==> src/hw/rtl/wdsr_pkg.sv <==
package wdsr_pkg;

	localparam int unsigned INCIDENT_DEPTH_DEF = 4;
	localparam int unsigned CFG_INDEX_W = 3;
	localparam int unsigned CFG_DATA_W = 16;
	localparam int unsigned S_TDATA_W = 80;
	localparam int unsigned M_TDATA_W = 64;
	localparam int unsigned RESULT_W = 57;

	localparam logic signed [8:0] SPEED_CAP = 9'sd249;

	localparam logic [9:0] CURRENT_LIMIT_RST = 10'd512;
	localparam logic [15:0] COMMAND_TIMEOUT_RST = 16'd1000;
	localparam logic [15:0] INCIDENT_WINDOW_RST = 16'd1000;

	typedef enum logic [2:0] {
		OP_TICK = 3'd0,
		OP_DRIVE = 3'd1,
		OP_STOP = 3'd2,
		OP_LEFT_EDGE = 3'd3,
		OP_RIGHT_EDGE = 3'd4
	} op_t;

	typedef enum logic [CFG_INDEX_W-1:0] {
		REG_CURRENT_LIMIT = 3'd0,
		REG_COMMAND_TIMEOUT = 3'd1,
		REG_INCIDENT_WINDOW = 3'd2,
		REG_LEFT_REVERSED = 3'd3,
		REG_RIGHT_REVERSED = 3'd4
	} reg_index_t;

	typedef struct packed {
		logic [9:0] current_limit;
		logic [15:0] command_timeout_ms;
		logic [15:0] incident_window_ms;
		logic left_encoder_reversed;
		logic right_encoder_reversed;
	} cfg_t;

	typedef struct packed {
		logic signed [10:0] right_request;
		logic signed [10:0] left_request;
		logic bumper_right;
		logic bumper_left;
		logic [9:0] right_current;
		logic [9:0] left_current;
		logic [31:0] time_ms;
		logic [2:0] op;
	} item_t;

	// first member is the msb, so the packed order matches tdata from the lsb up
	typedef struct packed {
		logic signed [15:0] right_ticks;
		logic signed [15:0] left_ticks;
		logic bumper_hold;
		logic locked_out;
		logic derated;
		logic right_backward;
		logic right_forward;
		logic left_backward;
		logic left_forward;
		logic signed [8:0] right_speed;
		logic signed [8:0] left_speed;
	} result_t;

endpackage

==> src/hw/rtl/wdsr_cfg.sv <==
module wdsr_cfg (
	input logic clk,
	input logic arst_n,
	input logic cfg_valid,
	output logic cfg_ready,
	input logic [wdsr_pkg::CFG_INDEX_W-1:0] cfg_index,
	input logic [wdsr_pkg::CFG_DATA_W-1:0] cfg_data,
	output wdsr_pkg::cfg_t cfg
);
	import wdsr_pkg::*;

	cfg_t cfg_q;

	assign cfg_ready = 1'b1;
	assign cfg = cfg_q;

	always_ff @(posedge clk or negedge arst_n) begin
		if (!arst_n) begin
			cfg_q.current_limit <= CURRENT_LIMIT_RST;
			cfg_q.command_timeout_ms <= COMMAND_TIMEOUT_RST;
			cfg_q.incident_window_ms <= INCIDENT_WINDOW_RST;
			cfg_q.left_encoder_reversed <= 1'b0;
			cfg_q.right_encoder_reversed <= 1'b0;
		end else if (cfg_valid && cfg_ready) begin
			unique case (cfg_index)
				REG_CURRENT_LIMIT: cfg_q.current_limit <= cfg_data[9:0];
				REG_COMMAND_TIMEOUT: cfg_q.command_timeout_ms <= cfg_data;
				REG_INCIDENT_WINDOW: cfg_q.incident_window_ms <= cfg_data;
				REG_LEFT_REVERSED: cfg_q.left_encoder_reversed <= cfg_data[0];
				REG_RIGHT_REVERSED: cfg_q.right_encoder_reversed <= cfg_data[0];
				default: ;
			endcase
		end
	end

endmodule

==> src/hw/rtl/wdsr_core.sv <==
module wdsr_core #(
	parameter int unsigned INCIDENT_DEPTH = wdsr_pkg::INCIDENT_DEPTH_DEF
) (
	input logic clk,
	input logic arst_n,
	input logic advance,
	input wdsr_pkg::item_t item,
	input wdsr_pkg::cfg_t cfg,
	output wdsr_pkg::result_t result
);
	import wdsr_pkg::*;

	// four fifths of a speed, truncated toward zero; (x * 205) >> 10 is x / 5 for x < 1024
	function automatic logic signed [8:0] derate(input logic signed [8:0] t);
		logic [8:0] mag;
		logic [17:0] prod;
		logic [8:0] q;
		mag = t[8] ? 9'(-t) : 9'(t);
		prod = {mag, 2'b00} * 18'd205;
		q = {1'b0, prod[17:10]};
		return t[8] ? $signed(9'(-q)) : $signed(q);
	endfunction

	function automatic logic signed [8:0] cap_speed(input logic signed [10:0] v);
		if (v > 11'(SPEED_CAP)) return SPEED_CAP;
		if (v < -11'(SPEED_CAP)) return -SPEED_CAP;
		return v[8:0];
	endfunction

	function automatic logic signed [8:0] ramp(input logic signed [8:0] cur,
			input logic signed [8:0] tgt);
		if (tgt < cur) return cur - 9'sd1;
		if (tgt > cur) return cur + 9'sd1;
		return cur;
	endfunction

	logic signed [8:0] target_left_q, target_right_q, speed_left_q, speed_right_q;
	logic signed [8:0] target_left_d, target_right_d, speed_left_d, speed_right_d;
	logic [31:0] last_command_time_q, last_command_time_d;
	logic [31:0] incident_q [INCIDENT_DEPTH];
	logic [31:0] incident_d [INCIDENT_DEPTH];
	logic [31:0] incident_shift [INCIDENT_DEPTH];
	logic signed [1:0] dir_left_q, dir_right_q, dir_left_d, dir_right_d;
	logic signed [15:0] ticks_left_q, ticks_right_q, ticks_left_d, ticks_right_d;
	logic overcurrent, timed_out, incident_lock;
	logic derated, locked_out, bumper_hold;
	logic [31:0] since_command, since_incident;

	assign overcurrent = (item.left_current > cfg.current_limit)
		|| (item.right_current > cfg.current_limit);

	// incident log as it stands after this tick's shift
	assign incident_shift[0] = item.time_ms;
	for (genvar i = 1; i < INCIDENT_DEPTH; i++) begin : g_shift
		assign incident_shift[i] = incident_q[i-1];
	end

	for (genvar i = 0; i < INCIDENT_DEPTH; i++) begin : g_inc
		assign incident_d[i] = (item.op == OP_TICK && overcurrent) ? incident_shift[i]
			: incident_q[i];
	end

	assign since_command = item.time_ms - last_command_time_q;
	assign since_incident = item.time_ms - incident_d[INCIDENT_DEPTH-1];
	assign timed_out = since_command > {16'd0, cfg.command_timeout_ms};
	assign incident_lock = (item.time_ms > {16'd0, cfg.incident_window_ms})
		&& (since_incident < {16'd0, cfg.incident_window_ms});

	always_comb begin
		target_left_d = target_left_q;
		target_right_d = target_right_q;
		speed_left_d = speed_left_q;
		speed_right_d = speed_right_q;
		last_command_time_d = last_command_time_q;
		dir_left_d = dir_left_q;
		dir_right_d = dir_right_q;
		ticks_left_d = ticks_left_q;
		ticks_right_d = ticks_right_q;
		derated = 1'b0;
		locked_out = 1'b0;
		bumper_hold = 1'b0;
		case (item.op)
			OP_TICK: begin
				if (overcurrent) begin
					derated = 1'b1;
					target_left_d = derate(target_left_q);
					target_right_d = derate(target_right_q);
				end
				if (timed_out || incident_lock) begin
					locked_out = 1'b1;
					speed_left_d = '0;
					speed_right_d = '0;
					target_left_d = '0;
					target_right_d = '0;
				end
				speed_left_d = ramp(speed_left_d, target_left_d);
				speed_right_d = ramp(speed_right_d, target_right_d);
				// pressed bumper reads as level 0
				if (!item.bumper_left || !item.bumper_right) begin
					bumper_hold = 1'b1;
					if (speed_left_d > 0) speed_left_d = '0;
					if (speed_right_d > 0) speed_right_d = '0;
					if (target_left_d > 0) target_left_d = '0;
					if (target_right_d > 0) target_right_d = '0;
				end
				if (speed_left_d > 0) dir_left_d = 2'sd1;
				if (speed_left_d < 0) dir_left_d = -2'sd1;
				if (speed_right_d > 0) dir_right_d = 2'sd1;
				if (speed_right_d < 0) dir_right_d = -2'sd1;
			end
			OP_DRIVE: begin
				last_command_time_d = item.time_ms;
				target_left_d = cap_speed(item.left_request);
				target_right_d = cap_speed(item.right_request);
			end
			OP_STOP: begin
				speed_left_d = '0;
				speed_right_d = '0;
				target_left_d = '0;
				target_right_d = '0;
			end
			OP_LEFT_EDGE: begin
				if (cfg.left_encoder_reversed)
					ticks_left_d = ticks_left_q - 16'(dir_left_q);
				else
					ticks_left_d = ticks_left_q + 16'(dir_left_q);
			end
			OP_RIGHT_EDGE: begin
				if (cfg.right_encoder_reversed)
					ticks_right_d = ticks_right_q - 16'(dir_right_q);
				else
					ticks_right_d = ticks_right_q + 16'(dir_right_q);
			end
			default: ;
		endcase
	end

	always_ff @(posedge clk or negedge arst_n) begin
		if (!arst_n) begin
			target_left_q <= '0;
			target_right_q <= '0;
			speed_left_q <= '0;
			speed_right_q <= '0;
			last_command_time_q <= '0;
			dir_left_q <= '0;
			dir_right_q <= '0;
			ticks_left_q <= '0;
			ticks_right_q <= '0;
			for (int i = 0; i < INCIDENT_DEPTH; i++) incident_q[i] <= '0;
		end else if (advance) begin
			target_left_q <= target_left_d;
			target_right_q <= target_right_d;
			speed_left_q <= speed_left_d;
			speed_right_q <= speed_right_d;
			last_command_time_q <= last_command_time_d;
			dir_left_q <= dir_left_d;
			dir_right_q <= dir_right_d;
			ticks_left_q <= ticks_left_d;
			ticks_right_q <= ticks_right_d;
			for (int i = 0; i < INCIDENT_DEPTH; i++) incident_q[i] <= incident_d[i];
		end
	end

	always_comb begin
		result.left_speed = speed_left_d;
		result.right_speed = speed_right_d;
		result.left_forward = speed_left_d > 0;
		result.left_backward = speed_left_d < 0;
		result.right_forward = speed_right_d > 0;
		result.right_backward = speed_right_d < 0;
		result.derated = derated;
		result.locked_out = locked_out;
		result.bumper_hold = bumper_hold;
		result.left_ticks = ticks_left_d;
		result.right_ticks = ticks_right_d;
	end

endmodule

==> src/hw/rtl/wheel_drive_safety_ramp.sv <==
// a transferred item lands in the input stage, and its result is registered into the
// output stage when the input stage advances, which raises m_tvalid
// throughput: one item per cycle unless m_tready stalls the output, set by the core's state update
// reset: arst_n clears wheel state, incident log, tick counts and the valid flags of both stages,
// and returns the configuration registers to their defaults
module wheel_drive_safety_ramp #(
	parameter int unsigned INCIDENT_DEPTH = wdsr_pkg::INCIDENT_DEPTH_DEF
) (
	input logic clk,
	input logic arst_n,
	input logic s_tvalid,
	output logic s_tready,
	// time_ms, left_current, right_current, bumper_left, bumper_right,
	// left_request, right_request, zero fill
	input logic [wdsr_pkg::S_TDATA_W-1:0] s_tdata,
	// op
	input logic [2:0] s_tuser,
	output logic m_tvalid,
	input logic m_tready,
	// left_speed, right_speed, left_forward, left_backward, right_forward,
	// right_backward, derated, locked_out, bumper_hold, left_ticks, right_ticks, zero fill
	output logic [wdsr_pkg::M_TDATA_W-1:0] m_tdata,
	input logic cfg_valid,
	output logic cfg_ready,
	input logic [wdsr_pkg::CFG_INDEX_W-1:0] cfg_index,
	input logic [wdsr_pkg::CFG_DATA_W-1:0] cfg_data
);
	import wdsr_pkg::*;

	cfg_t cfg;
	item_t item_s1;
	logic valid_s1;
	logic advance;
	result_t result;
	result_t result_q;

	wdsr_cfg u_cfg (
		.clk(clk),
		.arst_n(arst_n),
		.cfg_valid(cfg_valid),
		.cfg_ready(cfg_ready),
		.cfg_index(cfg_index),
		.cfg_data(cfg_data),
		.cfg(cfg)
	);

	// the input stage moves on whenever the result register is free or being drained
	assign advance = valid_s1 && (!m_tvalid || m_tready);
	assign s_tready = !valid_s1 || advance;

	always_ff @(posedge clk or negedge arst_n) begin
		if (!arst_n) begin
			valid_s1 <= 1'b0;
		end else if (s_tvalid && s_tready) begin
			valid_s1 <= 1'b1;
		end else if (advance) begin
			valid_s1 <= 1'b0;
		end
	end

	always_ff @(posedge clk) begin
		if (s_tvalid && s_tready) begin
			item_s1 <= {s_tdata[75:0], s_tuser};
		end
	end

	wdsr_core #(
		.INCIDENT_DEPTH(INCIDENT_DEPTH)
	) u_core (
		.clk(clk),
		.arst_n(arst_n),
		.advance(advance),
		.item(item_s1),
		.cfg(cfg),
		.result(result)
	);

	always_ff @(posedge clk or negedge arst_n) begin
		if (!arst_n) begin
			m_tvalid <= 1'b0;
		end else if (advance) begin
			m_tvalid <= 1'b1;
		end else if (m_tready) begin
			m_tvalid <= 1'b0;
		end
	end

	always_ff @(posedge clk) begin
		if (advance) begin
			result_q <= result;
		end
	end

	assign m_tdata = {{(M_TDATA_W - RESULT_W){1'b0}}, result_q};

	a_speed_cap: assert property (@(posedge clk) disable iff (!arst_n)
		m_tvalid |-> (result_q.left_speed <= SPEED_CAP && result_q.left_speed >= -SPEED_CAP
			&& result_q.right_speed <= SPEED_CAP && result_q.right_speed >= -SPEED_CAP))
		else $error("speed beyond cap");

	a_pins_exclusive: assert property (@(posedge clk) disable iff (!arst_n)
		m_tvalid |-> !(result_q.left_forward && result_q.left_backward)
			&& !(result_q.right_forward && result_q.right_backward))
		else $error("forward and backward both set");

	a_lockout_stops: assert property (@(posedge clk) disable iff (!arst_n)
		(m_tvalid && result_q.locked_out) |->
			(result_q.left_speed == 0 && result_q.right_speed == 0))
		else $error("lockout left a wheel moving");

	a_stage_flow: assert property (@(posedge clk) disable iff (!arst_n)
		(valid_s1 && !advance) |=> (valid_s1 && $stable(item_s1)))
		else $error("stalled input stage lost its item");

endmodule

==> config.mk <==
export PLATFORM = sky130hd
export DESIGN_NAME = wheel_drive_safety_ramp
export DESIGN_NICKNAME = d
export VERILOG_FILES = /design/src/hw/rtl/wdsr_pkg.sv /design/src/hw/rtl/wdsr_cfg.sv /design/src/hw/rtl/wdsr_core.sv /design/src/hw/rtl/wheel_drive_safety_ramp.sv
export SDC_FILE = /design/constraint.sdc
export NUM_CORES = 1
export LEC_CHECK = 0
export BUFFER_PORTS_ARGS = -buffer_cell sky130_fd_sc_hd__clkbuf_2
export CAP_MARGIN = 20
export CORE_ASPECT_RATIO = 0.75
export CORE_MARGIN = 1
export CORE_UTILIZATION = 50
export CTS_CLUSTER_SIZE = 40
export DETAILED_ROUTE_END_ITERATION = 8
export MAX_ROUTING_LAYER = met4
export PLACE_DENSITY = 0.68
export SLEW_MARGIN = 15
export SYNTH_ARGS = -nofsm -noshare
export SYNTH_HDL_FRONTEND = slang
export SYNTH_SLANG_ARGS = --single-unit
export TNS_END_PERCENT = 20
==> constraint.sdc <==
create_clock -name clk -period 29.4 [get_ports clk]
set_input_delay 0 -clock clk [delete_from_list [all_inputs] [get_ports clk]]
set_output_delay 0 -clock clk [all_outputs]
set_load 0.005 [all_outputs]
==> results.md, run 1 <==
- Met2 Use GR: 39.1%
- Share of the yosys chip area belonging to registers: 40.2%
- Kind of critical path: flop to flop
- Delay of the slowest cell on the worst path: 0.65 ns
- Placer's final routability congestion estimate: 0.912
- Count of pins on the block boundary: 174
- Share of the synthesized area in the top cell type: 24.3%
- CTS root buffer: sky130_fd_sc_hd__clkbuf_16
- Worst voltage drop across the vdd grid: 51.7 uV
- P&R area growth vs syn: 15.0%
- Number of clock sinks seen by CTS: 412
- Share of final-layout standard cells stronger than drive strength 1: 15.8%
- Setup skew after layout: 0.0261 ns
- Count of H-tree levels built during CTS: 2
- DR WL/cell: 17.9 um
- Top cells by area, synth: sky130_fd_sc_hd__dfrtp_1, sky130_fd_sc_hd__edfxtp_1, sky130_fd_sc_hd__ha_1, sky130_fd_sc_hd__mux2_2, sky130_fd_sc_hd__nand2_1
- Pre-Repair DR Iteration Count: 5
- Syn Inst Count: 2742
- M3 GR Usage: 3.16%
- Setup repair after global routing missed its margin: false
- Placeable Area: 53500 um2
- Later-pin clock latency in the skew report: 0.57 ns
- Ratio of final minimum period to clock period: 43.4%
- Via count of the first global-routing pass: 20600
- Met1 capacity usage during global routing: 34.3%
- Core Rows: 73
- Die Footprint: 55600 um2
- R2R Setup Slk: 16.63 ns
- Placed cell area: 28800 um2
- Number of antenna violations at the first check in global routing: 0
- HPWL after detailed placement: 49.8 mm
- Leak pwr: 14.4 nW
- Maximum net fanout on the critical path: 45
- Cell taking the most area after synthesis: sky130_fd_sc_hd__dfrtp_1
- Leftover overflow at the end of global routing: 0
- Diodes inserted: 0
- Fin. max-slew vios: 0
- Mean post-synth cell area: 9.97 um2
- Gr busiest metal: met2
- Worst EP arrival: 13.05 ns
- Period minus WS final: 12.77 ns
- Fmax: 78.3 MHz
- Count of warnings emitted by yosys: 0
- Clock tree from TritonCTS: built
- Distinct cell type count after synthesis: 100
- Overall routed net length: 66.8 mm
- Die X-Extent: 272 um
- Number of flops mapped to enable cells by yosys: 134
- Clock Pin Slew Worst Setup and Hold Paths: 0.07 ns
- Setup crit end kind: flop
- Final Hold Violating Endpoints: 0
- Top post-synthesis cells by count: sky130_fd_sc_hd__nand2_1, sky130_fd_sc_hd__ha_1, sky130_fd_sc_hd__dfrtp_1
- Total Routing Usage GR: 24.9%
- Final core occ: 58.8%
- Via count: 21200
- Number of port buffers: 161
- Path category of the worst min-delay check: primary input to flop
- Maximum number of pins on one net before global-route repair: 86
- Run status: complete, no violations
- Number of nets with antenna violations after detailed routing: 0
- Slew Limit Headroom: 32.7%
- Y dimension of the die: 205 um
- Critical-path cell with the highest stage delay: sky130_fd_sc_hd__a31o_2
- Nature of the critical path startpoint: flop
- First-pass GRT wire length: 108 mm
- Via density per instance: 5.70
- Effective utilization at floorplan: 51.1%
- DRC Markers: 0
- Max Cap Viol: 0
- Cell with the most instances after synthesis: sky130_fd_sc_hd__nand2_1
- Maximum number of buffers from clock root to sink: 3
- Most frequently used flop master after synthesis: sky130_fd_sc_hd__dfrtp_1
- Count of state elements after synthesis: 412
- Least-Margin Pin Slew: 1.01 ns
- Final setup violating endpoints: 0
- Clock buffer count from CTS: 42
- Final #Nets: 3390
- Req. time, crit path: 29.68 ns
- Power density over cell area: 72.7 nW/um2
- Detailed router's first-iteration violation count: 1325
- Setup TNS Final: 0 ns
- Final Cell Area: 31500 um2
- Syn Std Cell Area: 27300 um2
- Async S/R FF share, synth: 67.5%
[cells in the final DEF (no fill, tap or decap), drive strengths merged, types with 50 or more instances in the layout]
cell type / synthesis / final
nand2: 332 / 332
ha: 268 / 268
dfrtp: 265 / 265
clkbuf: 83 / 221
inv: 209 / 211
o21ai: 185 / 185
mux2: 170 / 170
a21oi: 139 / 139
edfxtp: 134 / 134
nor2: 132 / 132
dlygate4sd3: 0 / 118
xnor2: 82 / 82
a21o: 50 / 50
[stage by stage]
stage	worst slack [ns]	power (mW)	hold slack, ns	instances
after floorplan	18.10	1.47	-0.296	2748
after global placement	17.06	1.66	-0.00961	3531
after detailed placement	16.78	1.71	-0.00736	3531
after CTS	16.69	2.30	0.110	3726
after global routing	15.83	2.45	0.129	3727
final	16.63	2.29	0.145	3727
[cell type report]
| type | instances | area [um2] |
|---|---|---|
| inverter | 210 | 790 |
| fill | 4520 | 22100 |
| sequential | 412 | 11000 |
| tap | 712 | 891 |
| multi-input combinational | 2016 | 15100 |
| clock inverter | 15 | 210 |
| clock buffer | 61 | 1250 |
| timing repair buffer | 301 | 2180 |
[metal layers]
layer	wire length [um]	vias to the layer above
met5	0	-
met4	1500	0
met3	3560	103
met2	30400	520
met1	31400	10300
li1	-	10300
[repair_timing]
action                                 4_1_cts  5_1_grt
gates resized for setup                      0        0
setup buffers                                0        0
endpoints found under the hold margin      190        0
hold buffers                               119        0
[final timing paths]
kind	start	cells after the start	to
setup / recovery	u_cfg.cfg[43]$_DFFE_PN1P_	50	m_tdata[18]$_DFFE_PP_
hold / removal	s_tdata[17]	2	item_s1[20]$_DFFE_PP_
setup reg to reg	u_cfg.cfg[43]$_DFFE_PN1P_	50	m_tdata[18]$_DFFE_PP_
hold reg to reg	u_core.last_command_time_q[9]$_DFFE_PN0P_	2	u_core.last_command_time_q[9]$_DFFE_PN0P_
max in group asynchronous	arst_n	5	u_core.incident_q[52]$_DFFE_PN0P_
min in group asynchronous	arst_n	3	u_core.ticks_left_q[15]$_DFFE_PN0P_
[logic make-up (layout without fill, tap and decap cells)]
logic type | Yosys count | in the layout | share of synthesized area [%]
simple gates | 737 | 737 | 12.8
mux | 211 | 211 | 8.52
buf+inv | 320 | 587 | 4.64
xor+xnor | 120 | 120 | 3.84
other cells | 2 | 8 | 0.0275
compound gates | 638 | 638 | 15.3
fa+ha+maj | 302 | 302 | 14.7
flops | 412 | 412 | 40.2
[flip-flops by register name, indices dropped and copies added, names as in the netlist]
name                        cells
u_core.target_right_q           9
u_core.dir_left_q               2
m_tvalid                        1
u_core.ticks_right_q           16
u_core.speed_right_q            9
u_core.last_command_time_q     32
u_core.dir_right_q              2
u_core.ticks_left_q            16
m_tdata                        55
u_core.incident_q             128
u_core.target_left_q            9
valid_s1                        1
u_core.speed_left_q             9
u_cfg.cfg                      44
item_s1                        79
[critical path: cells and delay by family (launching register included)]
family	cells	cell delay, ns
AOI/OAI and AO/OA	27	5.38
and+or+nand+nor	11	2.95
adders and majority gates	6	1.95
buffers and inverters	3	0.93
muxes	2	0.54
DFF	1	0.51
xor gates and xnor gates	1	0.18
[power by group]
part / switching, mW / leakage (nW) / internal, mW
Combinational: 0.502 / 8.80 / 0.400
Sequential: 0.0823 / 4.88 / 0.734
Clock: 0.225 / 0.715 / 0.341
Total: 0.810 / 14.4 / 1.48
Power figures use the tool's default switching activity.
==> run 2, diff against run 1 <==
Settings changed: PLACE_DENSITY 0.68 to 0.7.
Clock period 29.4 ns to 10.8 ns, I/O delays scaled along.
==> results.md, run 2 (synthesized netlist as in run 1, its figures left out) <==
- Largest register FFs: 128
- Placer's final routability congestion estimate: 0.955
- Via count of the first global-routing pass: 21100
- R2R Setup Slk: 0.27 ns
- First-pass GRT wire length: 111 mm
- Number of nets with antenna violations after detailed routing: 0
- Worst EP arrival: 11.00 ns
- Leak pwr: 14.6 nW
- Count of H-tree levels built during CTS: 2
- Kind of critical path: flop to flop
- P&R area growth vs syn: 16.4%
- Run status: complete, no violations
- Area taken by multi-input logic gates: 15400 um2
- Via density per instance: 5.72
- Number of antenna violations at the first check in global routing: 2
- Clock tree from TritonCTS: built
- Die X-Extent: 272 um
- Worst voltage drop across the vdd grid: 167 uV
- Maximum number of buffers from clock root to sink: 3
- Detailed router's first-iteration violation count: 1683
- Clock buffer count from CTS: 43
- Max Cap Viol: 0
- Pre-Repair DR Iteration Count: 5
- Most frequent standard cell in the layout excluding fill and tap cells: sky130_fd_sc_hd__nand2_1
- Number of port buffers: 161
- Register bank with the most flops: u_core.incident_q
- Final #Nets: 3417
- Worst reg2reg endpoint: u_core.speed_left_q[5]$_DFFE_PN0P_
- Req. time, crit path: 11.27 ns
- CP startpoint: u_cfg.cfg[43]$_DFFE_PN1P_
- Setup crit end kind: flop
- DR WL/cell: 18.5 um
- Ratio of final minimum period to clock period: 97.5%
- Placeable Area: 53500 um2
- Register area: 11000 um2
- Core Rows: 73
- HPWL after detailed placement: 50.6 mm
- Period minus WS final: 10.53 ns
- Fin. max-slew vios: 0
- Via count: 21500
- Fillers: 4558
- Leftover overflow at the end of global routing: 0
- Depth of the worst register-to-register path: 50
- Setup skew after layout: 0.0286 ns
- Maximum number of pins on one net before global-route repair: 87
- Setup TNS Final: 0 ns
- Maximum net fanout on the critical path: 17
- Share of final-layout standard cells stronger than drive strength 1: 18.4%
- Power density over cell area: 195 nW/um2
- Later-pin clock latency in the skew report: 0.58 ns
- Setup repair after global routing missed its margin: true
- Nature of the critical path startpoint: flop
- Post-layout total power: 6.22 mW
- Clock Pin Slew Worst Setup and Hold Paths: 0.06 ns
- Commonest cells after routing, fill and taps aside: sky130_fd_sc_hd__nand2_1, sky130_fd_sc_hd__ha_1, sky130_fd_sc_hd__dfrtp_1
- Startpoint of the most critical register-to-register path: u_cfg.cfg[43]$_DFFE_PN1P_
- Slew Limit Headroom: 29.3%
- Path category of the worst min-delay check: primary input to async pin
- Number of clock sinks seen by CTS: 412
- Cell repeated most along the worst path: sky130_fd_sc_hd__o21a_1
- Final Hold Violating Endpoints: 0
- Effective utilization at floorplan: 51.1%
- Worst setup path end: u_core.speed_left_q[5]$_DFFE_PN0P_
- Final setup violating endpoints: 0
- Critical-path cell with the highest stage delay: sky130_fd_sc_hd__dfstp_2
- Fmax: 95.0 MHz
- DRC Markers: 0
- Least-Margin Pin Slew: 1.06 ns
- Delay of the slowest cell on the worst path: 0.51 ns
- Count of pins on the block boundary: 174
- Total Routing Usage GR: 25.5%
- Y dimension of the die: 205 um
- Overall routed net length: 69.4 mm
- Die Footprint: 55600 um2
- CTS root buffer: sky130_fd_sc_hd__clkbuf_16
==> run 2: changes by cell type in the layout (fill, tap and decap cells not counted), sizes merged <==
cell         before  now
buf              23   63
dlygate4sd3     118  104
clkinv            7   11
bufinv            5    2
clkinvlp          2    4
diode             0    2
clkbuf          221  222
==> run 2: worst min-delay path by stage <==
stage	to	slack, ns	depth (start not counted)
after detailed placement	u_core.ticks_right_q[9]$_DFFE_PN0P_	0.06	1
after global placement	u_core.ticks_right_q[9]$_DFFE_PN0P_	0.06	1
final	u_core.ticks_right_q[9]$_DFFE_PN0P_	0.02	2
after CTS	u_core.ticks_right_q[10]$_DFFE_PN0P_	0.03	2
after global routing	u_core.ticks_right_q[10]$_DFFE_PN0P_	0.07	2
after floorplan	m_tvalid$_DFFE_PN0P_	-0.30	0
==> run 2: metrics by stage <==
step	hold slack [ns]	cell area, um2	instances	util [%]	worst slack [ns]
2_1_floorplan	-0.296	27400	2748	-	0.0113
3_3_place_gp	0.0570	28900	3546	54.0	0.193
3_5_place_dp	0.0554	28900	3546	54.0	-0.111
4_1_cts	0.0280	31400	3731	58.6	0.0241
5_1_grt	0.0726	31800	3759	59.5	-0.183
6_report	0.0169	31800	3759	59.5	0.272
==> run 2: area by class of cell <==
class	count	area share, %
Antenna cell	2	0.0157
Clock buffer	62	3.92
Clock inverter	18	0.562
Inverter	210	2.48
Multi-Input combinational cell	2016	48.3
Sequential cell	412	34.6
Tap cell	712	2.80
Timing Repair Buffer	327	7.40
==> run 2: power breakdown <==
part | total [mW] | internal (mW) | switching, mW
Sequential | 2.23 | 2.00 | 0.231
Clock | 1.50 | 0.859 | 0.642
Combinational | 2.49 | 1.11 | 1.38
Total | 6.22 | 3.97 | 2.25
==> run 2: worst max-delay path, delay by kind of cell (launching register included) <==
family	cells	cell delay, ns
xor gates and xnor gates	1	0.20
adders and majority gates	6	1.81
muxes	2	0.41
DFF	1	0.51
and+or+nand+nor	8	1.48
AOI/OAI and AO/OA	27	5.07
buffers and inverters	6	0.91
==> run 2: routing by layer <==
| layer | vias up | global-route usage [%] | routed length [um] |
|---|---|---|---|
| met5 | - | - | 0 |
| met4 | 0 | 6.68 | 1610 |
| met3 | 109 | 3.22 | 4090 |
| met2 | 630 | 39.4 | 30900 |
| met1 | 10400 | 35.6 | 32800 |
| li1 | 10300 | - | - |
==> run 2: what timing repair did <==
item,4_1_cts,5_1_grt
hold endpoints to repair,205,0
gates resized for setup,3,59
cloned,0,0
pin swaps,1,23
setup buffers,1,25
setup endpoints to repair,19,41
hold buffers,104,0
